===== src/rtl/sof_ots_pkg.sv =====
`timescale 1ns / 1ps
`default_nettype none

package sof_ots_pkg;

   localparam int COUNT_WIDTH  = 15;
   localparam int FINE_WIDTH   = 7;
   localparam int COARSE_WIDTH = 6;
   localparam int WINDOW_WIDTH = 14;
   localparam int MISS_WIDTH   = 32;
   localparam int STREAK_WIDTH = 4;
   localparam int WARMUP_WIDTH = 4;
   localparam int GRAD_WIDTH   = COUNT_WIDTH + 1;
   localparam int AMOUNT_WIDTH = 12;
   localparam int WORD_WIDTH   = COARSE_WIDTH + FINE_WIDTH;

   localparam int CSR_INDEX_WIDTH = 3;
   localparam int CSR_DATA_WIDTH  = 16;

   // Register indexes on the configuration port.
   localparam logic [CSR_INDEX_WIDTH-1:0] CSR_COARSE_TRIM  = 3'd0;
   localparam logic [CSR_INDEX_WIDTH-1:0] CSR_INITIAL_FINE = 3'd1;
   localparam logic [CSR_INDEX_WIDTH-1:0] CSR_CENTRE_COUNT = 3'd2;
   localparam logic [CSR_INDEX_WIDTH-1:0] CSR_LOCK_WINDOW  = 3'd3;

   // Reset values.
   localparam logic [COARSE_WIDTH-1:0] COARSE_RESET = 6'd0;
   localparam logic [FINE_WIDTH-1:0]   FINE_RESET   = 7'd64;
   localparam logic [COUNT_WIDTH-1:0]  CENTRE_RESET = 15'd12000;
   localparam logic [WINDOW_WIDTH-1:0] WINDOW_RESET = 14'd1000;
   localparam logic [COUNT_WIDTH-1:0]  PREV_RESET   = 15'd12000;

   localparam logic [STREAK_WIDTH-1:0] STREAK_LENGTH = 4'd12;
   localparam logic [WARMUP_WIDTH-1:0] WARMUP_RESET  = 4'd10;
   localparam logic [WARMUP_WIDTH-1:0] WARMUP_RELOCK = 4'd6;

   // Gradient bands.
   localparam logic signed [GRAD_WIDTH-1:0] GRAD_NEG_FAR  = -16'sd150;
   localparam logic signed [GRAD_WIDTH-1:0] GRAD_NEG_NEAR = -16'sd50;
   localparam logic signed [GRAD_WIDTH-1:0] GRAD_POS_NEAR = 16'sd50;

   // Divide by 48: shift by 4, then multiply by the reciprocal of 3.
   localparam int DIV16_SHIFT  = 4;
   localparam int DIV3_IN_W    = COUNT_WIDTH - DIV16_SHIFT;
   localparam int DIV3_SHIFT   = 12;
   localparam int DIV3_PROD_W  = 22;
   localparam logic [DIV3_IN_W-1:0] DIV3_MAGIC = 11'd1366;

   localparam logic [WORD_WIDTH:0] WORD_MAX = 14'h1fff;

   localparam logic signed [AMOUNT_WIDTH-1:0] AMOUNT_ZERO = 12'sd0;
   localparam logic signed [AMOUNT_WIDTH-1:0] AMOUNT_UP   = 12'sd1;
   localparam logic signed [AMOUNT_WIDTH-1:0] AMOUNT_DOWN = -12'sd1;

   typedef enum logic [1:0] {
      PHASE_SEEK_NEG = 2'd0,
      PHASE_SEEK_POS = 2'd1,
      PHASE_MAINTAIN = 2'd2
   } phase_type;

   typedef struct packed {
      logic [COARSE_WIDTH-1:0] coarse_trim;
      logic [COUNT_WIDTH-1:0]  centre_count;
      logic [WINDOW_WIDTH-1:0] lock_window;
   } cfg_type;

   typedef struct packed {
      phase_type               phase;
      logic [STREAK_WIDTH-1:0] streak_left;
      logic [COUNT_WIDTH-1:0]  previous_count;
      logic [FINE_WIDTH-1:0]   negative_drift_trim;
      logic [FINE_WIDTH-1:0]   positive_drift_trim;
      logic [WARMUP_WIDTH-1:0] warmup_left;
      logic [MISS_WIDTH-1:0]   miss_counter;
      logic [FINE_WIDTH-1:0]   fine_trim;
   } state_type;

endpackage

`default_nettype wire


===== src/rtl/sof_ots_trim_add.sv =====
`timescale 1ns / 1ps
`default_nettype none

// Guarded add of a signed amount on the word {coarse, fine}.
module sof_ots_trim_add (
   input  wire logic [sof_ots_pkg::COARSE_WIDTH-1:0]        coarse_trim,
   input  wire logic [sof_ots_pkg::FINE_WIDTH-1:0]          fine_trim,
   input  wire logic signed [sof_ots_pkg::AMOUNT_WIDTH-1:0] amount,
   output logic      [sof_ots_pkg::FINE_WIDTH-1:0]          fine_out
);

   logic [sof_ots_pkg::WORD_WIDTH-1:0]   word;
   logic [sof_ots_pkg::AMOUNT_WIDTH-1:0] mag;
   logic [sof_ots_pkg::WORD_WIDTH:0]     sum;
   logic [sof_ots_pkg::WORD_WIDTH-1:0]   diff;
   logic                                 skip;

   assign word = {coarse_trim, fine_trim};
   assign mag  = amount[sof_ots_pkg::AMOUNT_WIDTH-1] ? (~amount + 1'b1) : amount;
   assign sum  = {1'b0, word} + {2'b00, mag};
   assign diff = word - {1'b0, mag};

   // Skip on zero, on underflow and on overflow, whatever the direction.
   assign skip = (amount == sof_ots_pkg::AMOUNT_ZERO)
              || ({2'b00, word} < {1'b0, mag})
              || (sum > sof_ots_pkg::WORD_MAX);

   always_comb begin
      if (skip) begin
         fine_out = fine_trim;
      end else if (amount[sof_ots_pkg::AMOUNT_WIDTH-1]) begin
         fine_out = diff[sof_ots_pkg::FINE_WIDTH-1:0];
      end else begin
         fine_out = sum[sof_ots_pkg::FINE_WIDTH-1:0];
      end
   end

endmodule

`default_nettype wire


===== src/rtl/sof_ots_step.sv =====
`timescale 1ns / 1ps
`default_nettype none

// Next state for one start-of-frame count.
module sof_ots_step (
   input  wire sof_ots_pkg::cfg_type                  cfg,
   input  wire sof_ots_pkg::state_type                state,
   input  wire logic [sof_ots_pkg::COUNT_WIDTH-1:0]   frame_count,
   output sof_ots_pkg::state_type                     state_next,
   output logic                                       relock
);

   logic signed [sof_ots_pkg::GRAD_WIDTH-1:0]   grad;
   logic [sof_ots_pkg::GRAD_WIDTH-1:0]          grad_abs;
   logic [sof_ots_pkg::DIV3_IN_W-1:0]           div_in;
   logic [sof_ots_pkg::DIV3_PROD_W-1:0]         div_prod;
   logic [sof_ots_pkg::AMOUNT_WIDTH-1:0]        quot_mag;
   logic signed [sof_ots_pkg::AMOUNT_WIDTH-1:0] quot;
   logic signed [sof_ots_pkg::AMOUNT_WIDTH-1:0] seek_amount;
   logic signed [sof_ots_pkg::AMOUNT_WIDTH-1:0] add_amount;
   logic [sof_ots_pkg::FINE_WIDTH-1:0]          add_fine;
   logic                                        neg_band;
   logic                                        pos_band;
   logic [sof_ots_pkg::COUNT_WIDTH+1:0]         low_side;
   logic [sof_ots_pkg::COUNT_WIDTH+1:0]         high_edge;
   logic                                        out_of_window;

   assign grad = $signed({1'b0, frame_count}) - $signed({1'b0, state.previous_count});
   assign grad_abs = grad[sof_ots_pkg::GRAD_WIDTH-1] ? (~grad + 1'b1) : grad;

   // Truncating divide by 48 on the magnitude, sign restored after.
   assign div_in   = grad_abs[sof_ots_pkg::COUNT_WIDTH-1:sof_ots_pkg::DIV16_SHIFT];
   assign div_prod = sof_ots_pkg::DIV3_PROD_W'(div_in)
                   * sof_ots_pkg::DIV3_PROD_W'(sof_ots_pkg::DIV3_MAGIC);
   assign quot_mag = sof_ots_pkg::AMOUNT_WIDTH'(div_prod >> sof_ots_pkg::DIV3_SHIFT);
   assign quot     = grad[sof_ots_pkg::GRAD_WIDTH-1] ? -$signed(quot_mag) : $signed(quot_mag);

   assign seek_amount = ((grad < sof_ots_pkg::GRAD_NEG_FAR) ? sof_ots_pkg::AMOUNT_UP
                                                            : sof_ots_pkg::AMOUNT_DOWN) - quot;

   assign neg_band = (grad < sof_ots_pkg::GRAD_NEG_NEAR) && (grad > sof_ots_pkg::GRAD_NEG_FAR);
   assign pos_band = (grad > sof_ots_pkg::GRAD_POS_NEAR);

   assign low_side  = {2'b00, frame_count} + {3'b000, cfg.lock_window};
   assign high_edge = {2'b00, cfg.centre_count} + {3'b000, cfg.lock_window};
   assign out_of_window = (low_side < {2'b00, cfg.centre_count})
                       || ({2'b00, frame_count} > high_edge);

   // Pick the trim nudge; in positive seek, outside the positive band it is a step up.
   always_comb begin
      add_amount = sof_ots_pkg::AMOUNT_ZERO;
      unique case (state.phase)
         sof_ots_pkg::PHASE_SEEK_NEG: begin
            if (!neg_band) begin
               add_amount = seek_amount;
            end else if (state.streak_left == '0) begin
               add_amount = sof_ots_pkg::AMOUNT_UP;
            end
         end
         sof_ots_pkg::PHASE_SEEK_POS: begin
            if (!pos_band) begin
               add_amount = sof_ots_pkg::AMOUNT_UP;
            end
         end
         default: begin
            add_amount = sof_ots_pkg::AMOUNT_ZERO;
         end
      endcase
   end

   sof_ots_trim_add u_trim_add (
      .coarse_trim (cfg.coarse_trim),
      .fine_trim   (state.fine_trim),
      .amount      (add_amount),
      .fine_out    (add_fine)
   );

   always_comb begin
      state_next = state;
      relock     = 1'b0;
      unique case (state.phase)
         sof_ots_pkg::PHASE_SEEK_NEG: begin
            state_next.previous_count = frame_count;
            state_next.fine_trim      = add_fine;
            if (!neg_band) begin
               state_next.streak_left = sof_ots_pkg::STREAK_LENGTH;
            end else if (state.streak_left != '0) begin
               state_next.streak_left = state.streak_left - 1'b1;
            end else begin
               // Record the trim, then move to positive seek for the following counts.
               state_next.negative_drift_trim = state.fine_trim;
               state_next.phase               = sof_ots_pkg::PHASE_SEEK_POS;
               state_next.streak_left         = sof_ots_pkg::STREAK_LENGTH;
            end
         end
         sof_ots_pkg::PHASE_SEEK_POS: begin
            state_next.previous_count = frame_count;
            state_next.fine_trim      = add_fine;
            if (pos_band) begin
               if (state.streak_left != '0) begin
                  state_next.streak_left = state.streak_left - 1'b1;
               end else begin
                  state_next.positive_drift_trim = state.fine_trim;
                  state_next.phase               = sof_ots_pkg::PHASE_MAINTAIN;
               end
            end
         end
         sof_ots_pkg::PHASE_MAINTAIN: begin
            if (frame_count > cfg.centre_count) begin
               state_next.fine_trim = state.negative_drift_trim;
            end else if (frame_count < cfg.centre_count) begin
               state_next.fine_trim = state.positive_drift_trim;
            end
            if (state.warmup_left != '0) begin
               state_next.warmup_left = state.warmup_left - 1'b1;
            end else if (out_of_window) begin
               state_next.phase        = sof_ots_pkg::PHASE_SEEK_NEG;
               state_next.miss_counter = state.miss_counter + 1'b1;
               state_next.warmup_left  = sof_ots_pkg::WARMUP_RELOCK;
               relock                  = 1'b1;
            end
         end
         default: begin
            state_next = state;
         end
      endcase
   end

endmodule

`default_nettype wire


===== src/rtl/sof_oscillator_trim_search.sv =====
`timescale 1ns / 1ps
`default_nettype none

// Start-of-frame oscillator trim search. Each req beat carries the reference
// timer count sampled at one USB start-of-frame; each rsp beat returns the fine
// trim after that frame, the search phase, the running miss total and a flag
// that marks a restart of the search. Throughput is one beat per cycle while
// rsp is not stalled; a beat lands in the input register, then is folded into
// the trim state and written to the result registers together. The step from
// input to state and result registers (one guarded 13-bit add and a divide
// by 48 done as a shift and an 11-bit reciprocal multiply) is combinational.
// The result register holds while rsp is stalled, and the input register still
// takes a beat then if it is empty. Configuration writes are always ready and
// are meant for idle periods only; writing the initial fine trim loads the live
// trim at once, but is dropped if a beat advances in that cycle. Reset sets the
// state to its reset values; there is no clearing pass.
module sof_oscillator_trim_search (
   input  wire logic                                      clock,
   input  wire logic                                      reset,
   input  wire logic                                      req_valid,
   output logic                                           req_stall,
   input  wire logic [sof_ots_pkg::COUNT_WIDTH-1:0]       req_frame_count,
   output logic                                           rsp_valid,
   input  wire logic                                      rsp_stall,
   output logic [sof_ots_pkg::FINE_WIDTH-1:0]             rsp_fine_trim_out,
   output logic [1:0]                                     rsp_search_phase,
   output logic [sof_ots_pkg::MISS_WIDTH-1:0]             rsp_miss_total,
   output logic                                           rsp_relock_flag,
   input  wire logic                                      csr_valid,
   output logic                                           csr_ready,
   input  wire logic [sof_ots_pkg::CSR_INDEX_WIDTH-1:0]   csr_index,
   input  wire logic [sof_ots_pkg::CSR_DATA_WIDTH-1:0]    csr_data
);

   sof_ots_pkg::cfg_type   cfg_ff;
   sof_ots_pkg::cfg_type   cfg_in;
   sof_ots_pkg::state_type state_ff;
   sof_ots_pkg::state_type state_in;
   sof_ots_pkg::state_type state_step;

   logic                                  in_valid_ff;
   logic                                  in_valid_in;
   logic [sof_ots_pkg::COUNT_WIDTH-1:0]   in_count_ff;

   logic                                  rsp_valid_ff;
   logic                                  rsp_valid_in;
   logic [sof_ots_pkg::FINE_WIDTH-1:0]    rsp_fine_ff;
   logic [1:0]                            rsp_phase_ff;
   logic [sof_ots_pkg::MISS_WIDTH-1:0]    rsp_miss_ff;
   logic                                  rsp_relock_ff;

   logic step_relock;
   logic out_open;
   logic advance;
   logic req_take;
   logic csr_write;
   logic fine_write;

   // Handshake: the result register opens when empty or drained this cycle.
   assign out_open  = !rsp_valid_ff || !rsp_stall;
   assign advance   = in_valid_ff && out_open;
   assign req_stall = in_valid_ff && !out_open;
   assign req_take  = req_valid && !req_stall;

   assign in_valid_in  = req_take || (in_valid_ff && !advance);
   assign rsp_valid_in = advance || (rsp_valid_ff && rsp_stall);

   assign csr_ready = 1'b1;
   assign csr_write = csr_valid && csr_ready;

   // Decode register writes; out-of-list indexes drop.
   always_comb begin
      cfg_in     = cfg_ff;
      fine_write = 1'b0;
      if (csr_write) begin
         unique case (csr_index)
            sof_ots_pkg::CSR_COARSE_TRIM: begin
               cfg_in.coarse_trim = csr_data[sof_ots_pkg::COARSE_WIDTH-1:0];
            end
            sof_ots_pkg::CSR_INITIAL_FINE: begin
               fine_write = 1'b1;
            end
            sof_ots_pkg::CSR_CENTRE_COUNT: begin
               cfg_in.centre_count = csr_data[sof_ots_pkg::COUNT_WIDTH-1:0];
            end
            sof_ots_pkg::CSR_LOCK_WINDOW: begin
               cfg_in.lock_window = csr_data[sof_ots_pkg::WINDOW_WIDTH-1:0];
            end
            default: begin
               cfg_in = cfg_ff;
            end
         endcase
      end
   end

   sof_ots_step u_step (
      .cfg         (cfg_ff),
      .state       (state_ff),
      .frame_count (in_count_ff),
      .state_next  (state_step),
      .relock      (step_relock)
   );

   // Advance the trim state with each beat; a fine trim write loads it directly when no beat advances.
   always_comb begin
      state_in = state_ff;
      if (advance) begin
         state_in = state_step;
      end else if (fine_write) begin
         state_in.fine_trim = csr_data[sof_ots_pkg::FINE_WIDTH-1:0];
      end
   end

   always_ff @(posedge clock) begin
      if (reset) begin
         cfg_ff.coarse_trim           <= sof_ots_pkg::COARSE_RESET;
         cfg_ff.centre_count          <= sof_ots_pkg::CENTRE_RESET;
         cfg_ff.lock_window           <= sof_ots_pkg::WINDOW_RESET;
         state_ff.phase               <= sof_ots_pkg::PHASE_SEEK_NEG;
         state_ff.streak_left         <= sof_ots_pkg::STREAK_LENGTH;
         state_ff.previous_count      <= sof_ots_pkg::PREV_RESET;
         state_ff.negative_drift_trim <= '0;
         state_ff.positive_drift_trim <= '0;
         state_ff.warmup_left         <= sof_ots_pkg::WARMUP_RESET;
         state_ff.miss_counter        <= '0;
         state_ff.fine_trim           <= sof_ots_pkg::FINE_RESET;
         in_valid_ff                  <= 1'b0;
         rsp_valid_ff                 <= 1'b0;
      end else begin
         cfg_ff       <= cfg_in;
         state_ff     <= state_in;
         in_valid_ff  <= in_valid_in;
         rsp_valid_ff <= rsp_valid_in;
      end
   end

   // Payload registers: capture on take or advance, hold otherwise.
   always_ff @(posedge clock) begin
      if (req_take) begin
         in_count_ff <= req_frame_count;
      end
      if (advance) begin
         rsp_fine_ff   <= state_step.fine_trim;
         rsp_phase_ff  <= state_step.phase;
         rsp_miss_ff   <= state_step.miss_counter;
         rsp_relock_ff <= step_relock;
      end
   end

   assign rsp_valid         = rsp_valid_ff;
   assign rsp_fine_trim_out = rsp_fine_ff;
   assign rsp_search_phase  = rsp_phase_ff;
   assign rsp_miss_total    = rsp_miss_ff;
   assign rsp_relock_flag   = rsp_relock_ff;

endmodule

`default_nettype wire


===== config.mk =====
export PLATFORM = sky130hd
export DESIGN_NAME = sof_oscillator_trim_search
export DESIGN_NICKNAME = d
export VERILOG_FILES = /design/src/rtl/sof_ots_pkg.sv /design/src/rtl/sof_ots_trim_add.sv /design/src/rtl/sof_ots_step.sv /design/src/rtl/sof_oscillator_trim_search.sv
export SDC_FILE = /design/constraint.sdc
export NUM_CORES = 1
export LEC_CHECK = 0
export BUFFER_PORTS_ARGS = -buffer_cell sky130_fd_sc_hd__buf_2
export CAP_MARGIN = 20
export CORE_ASPECT_RATIO = 2
export CORE_MARGIN = 5
export CORE_UTILIZATION = 50
export CTS_CLUSTER_DIAMETER = 150
export DETAILED_ROUTE_END_ITERATION = 16
export PLACE_DENSITY = 0.75
export RECOVER_POWER = 50
export SYNTH_ARGS = -nofsm -noshare
export SYNTH_HDL_FRONTEND = slang
export SYNTH_SLANG_ARGS = --single-unit

===== constraint.sdc =====
create_clock -name clock -period 37.2 [get_ports clock]
set_input_delay 0 -clock clock [delete_from_list [all_inputs] [get_ports clock]]
set_output_delay 0 -clock clock [all_outputs]
set_load 0.01 [all_outputs]

After elaboration in Yosys (flattened, before gate mapping)
Index checks and enable logic that the tools add are counted.
{ "op_classes": {"add_sub_neg": 12, "multipliers": 1, "n_lt_le_gt_ge": 10, "n_eq_ne": 7, "n_mux": 33, "bitwise": 4, "n_reduce_logical": 36} }
{ "ops": {"columns": ["op", "count"], "rows": [
  ["2-to-1 mux 32 bit", 2],
  ["2-to-1 mux 12 bit", 4],
  ["2-to-1 mux 7 bit", 6],
  ["case mux 19 bit (2 select lines)", 1],
  ["2-to-1 mux 36 bit", 1],
  ["adder 15 x 14 -> 16 bit", 2],
  ["adder 32 x 1 -> 32 bit (second input constant)", 1],
  ["case mux 12 bit (2 select lines)", 1],
  ["multiplier 11 x 10 -> 21 bit (second input constant)", 1],
  ["greater-than comparator 15 x 17 -> 1 bit", 1],
  ["less-than comparator 17 x 15 -> 1 bit", 1],
  ["greater-than comparator 16 x 7 -> 1 bit (second input constant)", 1],
  ["greater-than comparator 16 x 9 -> 1 bit (second input constant)", 1],
  ["less-than comparator 16 x 7 -> 1 bit (second input constant)", 1],
  ["less-than comparator 16 x 9 -> 1 bit (second input constant)", 1],
  ["2-to-1 mux 4 bit", 4],
  ["subtractor 15 x 15 -> 16 bit", 1],
  ["adder 15 x 1 -> 15 bit (second input constant)", 1],
  ["greater-than comparator 15 bit", 1],
  ["less-than comparator 15 bit", 1],
  ["2-to-1 mux 15 bit", 1],
  ["NOT 15 bit", 1],
  ["adder 13 x 12 -> 14 bit", 1],
  ["greater-than comparator 14 x 13 -> 1 bit (second input constant)", 1],
  ["other kinds (31)", 66]
]} }
{ "totals": {"register_bits": 172, "in_bits": 39, "out_inout_bits": 45} }

Depth between registers and ports, before layout
{ "logic_depth": {"depth_word": 19, "depth_mapped": 67, "mapped_depth_nobuf": 65} }

Modules after synthesis
From an unflattened synthesis, not the netlist that was laid out.
{ "unflattened": {"hier_cells": 1726, "area_unflattened_um2": 14913.1} }
{ "modules_own_cells": {"columns": ["module", "n_inst", "cells_each", "area_per_inst_um2", "seq_area_each_um2"], "rows": [
  ["sof_ots_step", 1, 1043, 7838.8, 0.0],
  ["sof_oscillator_trim_search", 1, 541, 5875.6, 4013.8],
  ["sof_ots_trim_add", 1, 142, 1198.6, 0.0]
]} }

Worst setup path before layout
Ideal clock, no wire load.
{ "synth_path": {"path_kind": "register to register", "from": "reg in_count_ff[0] in the netlist's numbering", "to": "reg state_ff[5] (netlist name)", "arrival_time_ps": 12947, "required_ps": 37107, "slack_ps": 24160, "stages_incl_launch_ff": 65, "n_path_buf": 1, "synth_period_minus_slack_ps": 13040, "cell_sequence": "edfxtp_1 -> inv_1 -> ha_1 -> inv_1 -> fa_1 -> and3_1 -> o21a_1 -> o21a_1 -> or3_1 -> and2_1 -> nand2b_1 -> or3_1 -> or4_1 -> and2_1 -> xor2_1 -> ha_1 -> ha_1 -> inv_1 -> [... 29 more ...] -> buf_2 -> nor2_1 -> a21o_1 -> ha_1 -> a21oi_1 -> o21bai_1 -> a21o_1 -> a21oi_1 -> nor2b_1 -> o21a_1 -> o21a_1 -> o2111ai_1 -> a21oi_1 -> nor3_1 -> nand2_1 -> a21oi_4 -> a32oi_1 -> a311oi_1"} }
{ "synth_between": {"elab_chain_len": 19, "word_cells_on_any_way": 35} }
{ "synth_rtl": {"columns": ["element", "line", "text"], "rows": [
  ["start, declared", "sof_oscillator_trim_search.sv:43", "logic [sof_ots_pkg::COUNT_WIDTH-1:0] in_count_ff;"],
  ["start signal, assigned", "sof_oscillator_trim_search.sv:140", "in_count_ff <= req_frame_count;"],
  ["subtractor 15 x 15 -> 16 bit", "sof_ots_step.sv:28", "assign grad = $signed({1'b0, frame_count}) - $signed({1'b0, state.previous_count});"],
  ["NOT 15 bit", "sof_ots_step.sv:29", "assign grad_abs = grad[sof_ots_pkg::GRAD_WIDTH-1] ? (~grad + 1'b1) : grad;"],
  ["adder 15 x 1 -> 15 bit", "sof_ots_step.sv:29", null],
  ["2-to-1 mux 15 bit", "sof_ots_step.sv:29", null],
  ["multiplier 11 x 10 -> 21 bit", "sof_ots_step.sv:34", "* sof_ots_pkg::DIV3_PROD_W'(sof_ots_pkg::DIV3_MAGIC);"],
  ["negator 10 -> 12 bit", "sof_ots_step.sv:36", "assign quot = grad[sof_ots_pkg::GRAD_WIDTH-1] ? -$signed(quot_mag) : $signed(quot_mag);"],
  ["2-to-1 mux 12 bit", "sof_ots_step.sv:36", null],
  ["subtractor 12 bit", "sof_ots_step.sv:39", ": sof_ots_pkg::AMOUNT_DOWN) - quot;"],
  ["[... 3 more ...]", null, null],
  ["adder 12 x 1 -> 12 bit", "sof_ots_trim_add.sv:19", "assign mag = amount[sof_ots_pkg::AMOUNT_WIDTH-1] ? (~amount + 1'b1) : amount;"],
  ["2-to-1 mux 12 bit", "sof_ots_trim_add.sv:19", null],
  ["adder 13 x 12 -> 14 bit or less-than comparator 13 x 12 -> 1 bit (tied branches)", "sof_ots_trim_add.sv:20, sof_ots_trim_add.sv:25", null],
  ["greater-than comparator 14 x 13 -> 1 bit or logical OR 1 bit (tied branches)", "sof_ots_trim_add.sv:26, sof_ots_trim_add.sv:25", null],
  ["logical OR 1 bit", "sof_ots_trim_add.sv:26", "|| (sum > sof_ots_pkg::WORD_MAX);"],
  ["2-to-1 mux 7 bit", "sof_ots_trim_add.sv:29", "if (skip) begin"],
  ["case mux 7 bit (2 select lines) (*)", "sof_ots_step.sv:81", "unique case (state.phase)"],
  ["2-to-1 mux 7 bit (*)", "sof_oscillator_trim_search.sv:107", "if (advance) begin"]
]} }
Every way passes the cells marked *; elsewhere a longest branch is shown, timed or not.
A chain may end at the register's enable or synchronous reset.

Worst setup path after layout
{ "layout_path": {"from": "reg in_count_ff[0] in the netlist's numbering", "to": "reg state_ff[3] (netlist name)"} }
{ "layout_between": {"elab_chain_len": 19, "word_cells_on_any_way": 35} }
{ "layout_rtl": {"columns": ["element", "line"], "rows": [
  ["subtractor 15 x 15 -> 16 bit", "sof_ots_step.sv:28"],
  ["NOT 15 bit", "sof_ots_step.sv:29"],
  ["adder 15 x 1 -> 15 bit", "sof_ots_step.sv:29"],
  ["2-to-1 mux 15 bit", "sof_ots_step.sv:29"],
  ["multiplier 11 x 10 -> 21 bit", "sof_ots_step.sv:34"],
  ["negator 10 -> 12 bit", "sof_ots_step.sv:36"],
  ["2-to-1 mux 12 bit", "sof_ots_step.sv:36"],
  ["subtractor 12 bit", "sof_ots_step.sv:39"],
  ["[... 3 more ...]", null],
  ["adder 12 x 1 -> 12 bit", "sof_ots_trim_add.sv:19"],
  ["2-to-1 mux 12 bit", "sof_ots_trim_add.sv:19"],
  ["adder 13 x 12 -> 14 bit or less-than comparator 13 x 12 -> 1 bit (tied branches)", "sof_ots_trim_add.sv:20, sof_ots_trim_add.sv:25"],
  ["greater-than comparator 14 x 13 -> 1 bit or logical OR 1 bit (tied branches)", "sof_ots_trim_add.sv:26, sof_ots_trim_add.sv:25"],
  ["logical OR 1 bit", "sof_ots_trim_add.sv:26"],
  ["2-to-1 mux 7 bit", "sof_ots_trim_add.sv:29"],
  ["case mux 7 bit (2 select lines) (*)", "sof_ots_step.sv:81"],
  ["2-to-1 mux 7 bit (*)", "sof_oscillator_trim_search.sv:107"]
]} }
Marked as above.

==> flow_summary.json <==
{
  "postSynthAreaPerCell_sq_um": 8.56,
  "dieArea_sq_um": 34000,
  "slowest_stage": "nor3_1",
  "r2r_cells": 63,
  "die_h_um": 256,
  "slew_headroom_pct": -106,
  "cts-root-buf": "clkbuf_16",
  "cts_sinks": 172,
  "vias_per_cell": 5.92,
  "failed_checks": "capacitance limit, slew limit",
  "core_area_sq_um": 30100,
  "grt_antenna_before_repair": 0,
  "htreeDepth": 4,
  "placementRows": 90,
  "grt_overflow_total": 0,
  "yosysMostFrequentCell": "ha_1",
  "synthCells": 1766,
  "fmax_ghz": 0.0672,
  "drc_errors": 0,
  "hp-start": "csr_index[0]",
  "grt_pass1_wl_um": 64200,
  "r2r_setup_slack_ps": 22310,
  "endpoint_kind": "flop",
  "ys_seq_area_share_pct": 26.5,
  "synth_top_area_share_pct": 16.1,
  "maxCapViolCount": 3,
  "drt_iter0_markers": 730,
  "synthDistinctLibCells": 93,
  "clk-insertion-delay-late_ps": 440,
  "cts_buffers": 17,
  "gp_congestion": 0.939,
  "synth_nets": 2030,
  "ys.flop_type": "dfxtp_1",
  "io-pin-count": 84,
  "final_nets": 2106,
  "post-route-period-util_pct": 40.0,
  "setup_viol": 0,
  "final-max-slew-violation-count": 177,
  "synth_top_area_cell": "ha_1",
  "die_w_um": 133,
  "wire_per_inst_um": 17.8,
  "postCtsSetupRepairBufs": 0,
  "grt_max_degree": 94,
  "clkTransAtPathRegs_ps": 70,
  "grt_pass1_vias": 13328,
  "finalSetupTns_ps": 0,
  "rr_startpoint": "in_count_ff[0]",
  "startpoint": "in_count_ff[0]",
  "synth_edf_count": 57,
  "port_buffers": 81,
  "cts_tree": "done",
  "worst_path_largest_cell_delay_ps": 790,
  "ctsResizeCount": 0,
  "rsz0062_at_grt": "false",
  "cts_buffer_depth": 2,
  "drive_above_1_share_pct": 6.95,
  "synth_area_leaders": "ha_1 16%, dfxtp_1 15%, edfxtp_1 11%, a21oi_1 5.0%, fa_1 4.1%",
  "ys_seq_elements": 172,
  "groute.usage.overall_pct": 23.0,
  "hold_viol": 0,
  "drt_first_pass_iters": 5,
  "fin_worst_skew_ps": 8.57,
  "synth_warnings": 0,
  "timing.hold.ws_ps": 125,
  "worst_setup_path_start_kind": "flop",
  "yosys-top-cells-count": "194 x ha_1, 158 x inv_1, 150 x a21oi_1",
  "worstSetupPathType": "reg2reg",
  "critPathMaxFanout": 26,
  "syn2layout_area_growth_pct": 9.89,
  "drtAntennaViolNets": 0,
  "netlist_area_sq_um": 15100,
  "dp_hpwl_um": 31000,
  "num_antenna_cells": 0,
  "vias": 13159,
  "wirelength_um": 39500,
  "cp.arrival_ps": 15190,
  "status": "finished with violations",
  "worst_pin_slew_ps": 3080,
  "hold_depth": 5,
  "post-route-min-period_ps": 14890,
  "cp.required_ps": 37500,
  "async_reset_ff_share_pct": 0,
  "start_util_pct": 50.3,
  "hp-class": "in2reg"
}
[placed cells by master, fill, tap and decap left out, types with 34 or more instances in the layout]
master | Yosys | layout
nor2_1 | 124 | 124
xnor2_1 | 49 | 49
nand3_1 | 37 | 37
ha_1 | 194 | 194
xor2_1 | 49 | 49
inv_1 | 158 | 158
nor3_1 | 47 | 47
a21o_1 | 38 | 38
clkbuf_1 | 58 | 53
o21ai_0 | 38 | 38
nand2_1 | 146 | 146
dfxtp_1 | 115 | 115
a21oi_1 | 150 | 150
edfxtp_1 | 57 | 57
buf_2 | 4 | 34
[layout make-up]
class / instances / area [sq um]
multi-input combinational: 1361 / 10200
timing repair buffer: 128 / 764
fill: 2747 / 13500
clock buffer: 19 / 433
inverter: 162 / 608
tap: 368 / 460
clock inverter: 13 / 143
sequential: 172 / 4010
[worst max-delay path: cells and delay by family, from the launching register on]
family                     cells  cell delay, ps
AOI/OAI and AO/OA             25            4600
and+or+nand+nor               17            4150
DFF                            1             420
muxes                          1             370
xor gates and xnor gates       1             360
buffers and inverters          7             490
adders and majority gates     12            4330
[flip-flops by register name (all words and copies together), names as in the netlist]
| signal | count |
|---|---|
| rsp_fine_trim_out | 7 |
| cfg_ff | 35 |
| in_count_ff | 15 |
| rsp_relock_flag | 1 |
| rsp_miss_total | 32 |
| state_ff | 78 |
| in_valid_ff | 1 |
| rsp_valid | 1 |
| rsp_search_phase | 2 |
[timing repair]
item | CTS | global route
hold endpoints to repair | 52 | 0
hold buffers | 32 | 0
endpoints found under the setup margin | 0 | 0
[per-layer routing]
layer | GRT usage [%] | vias to the layer above | wire, um
li1 | - | 6483 | -
met1 | 22.6 | 6273 | 14200
met2 | 45.2 | 283 | 21900
met3 | 2.68 | 120 | 1180
met4 | 12.9 | 0 | 2230
met5 | 0 | - | 0
[final timing paths]
path / to
max: state_ff[3]
min: cfg_ff[14]
max reg2reg: state_ff[3]
min reg2reg: state_ff[58]
[cells by family (layout without fill, tap and decap cells)]
kind of cell	Yosys count	count (layout)	share of synthesized area (%)
AND/OR/NAND/NOR	556	556	18.6
AO/OA/AOI/OAI	439	439	20.0
buffers and inverters	233	322	6.05
adder cells (fa/ha/maj)	225	225	20.2
flip-flops	172	172	26.5
XOR/XNOR	99	99	5.78
multiplexers	41	41	2.90
other	1	1	0.0248
[stage by stage]
stage	worst slack, ps	instances	util (%)	instance area [sq um]
6_report	22310	2223	55.3	16600
5_1_grt	21370	2223	55.3	16600
4_1_cts	22310	2223	55.5	16700
3_5_place_dp	22390	2159	52.5	15800
3_3_place_gp	22550	2159	52.5	15800
2_1_floorplan	24160	1766	-	15100
Power is left out: the tool's default activity adds up to more than one toggle a clock period on the data nets, which glitch-free logic cannot reach.
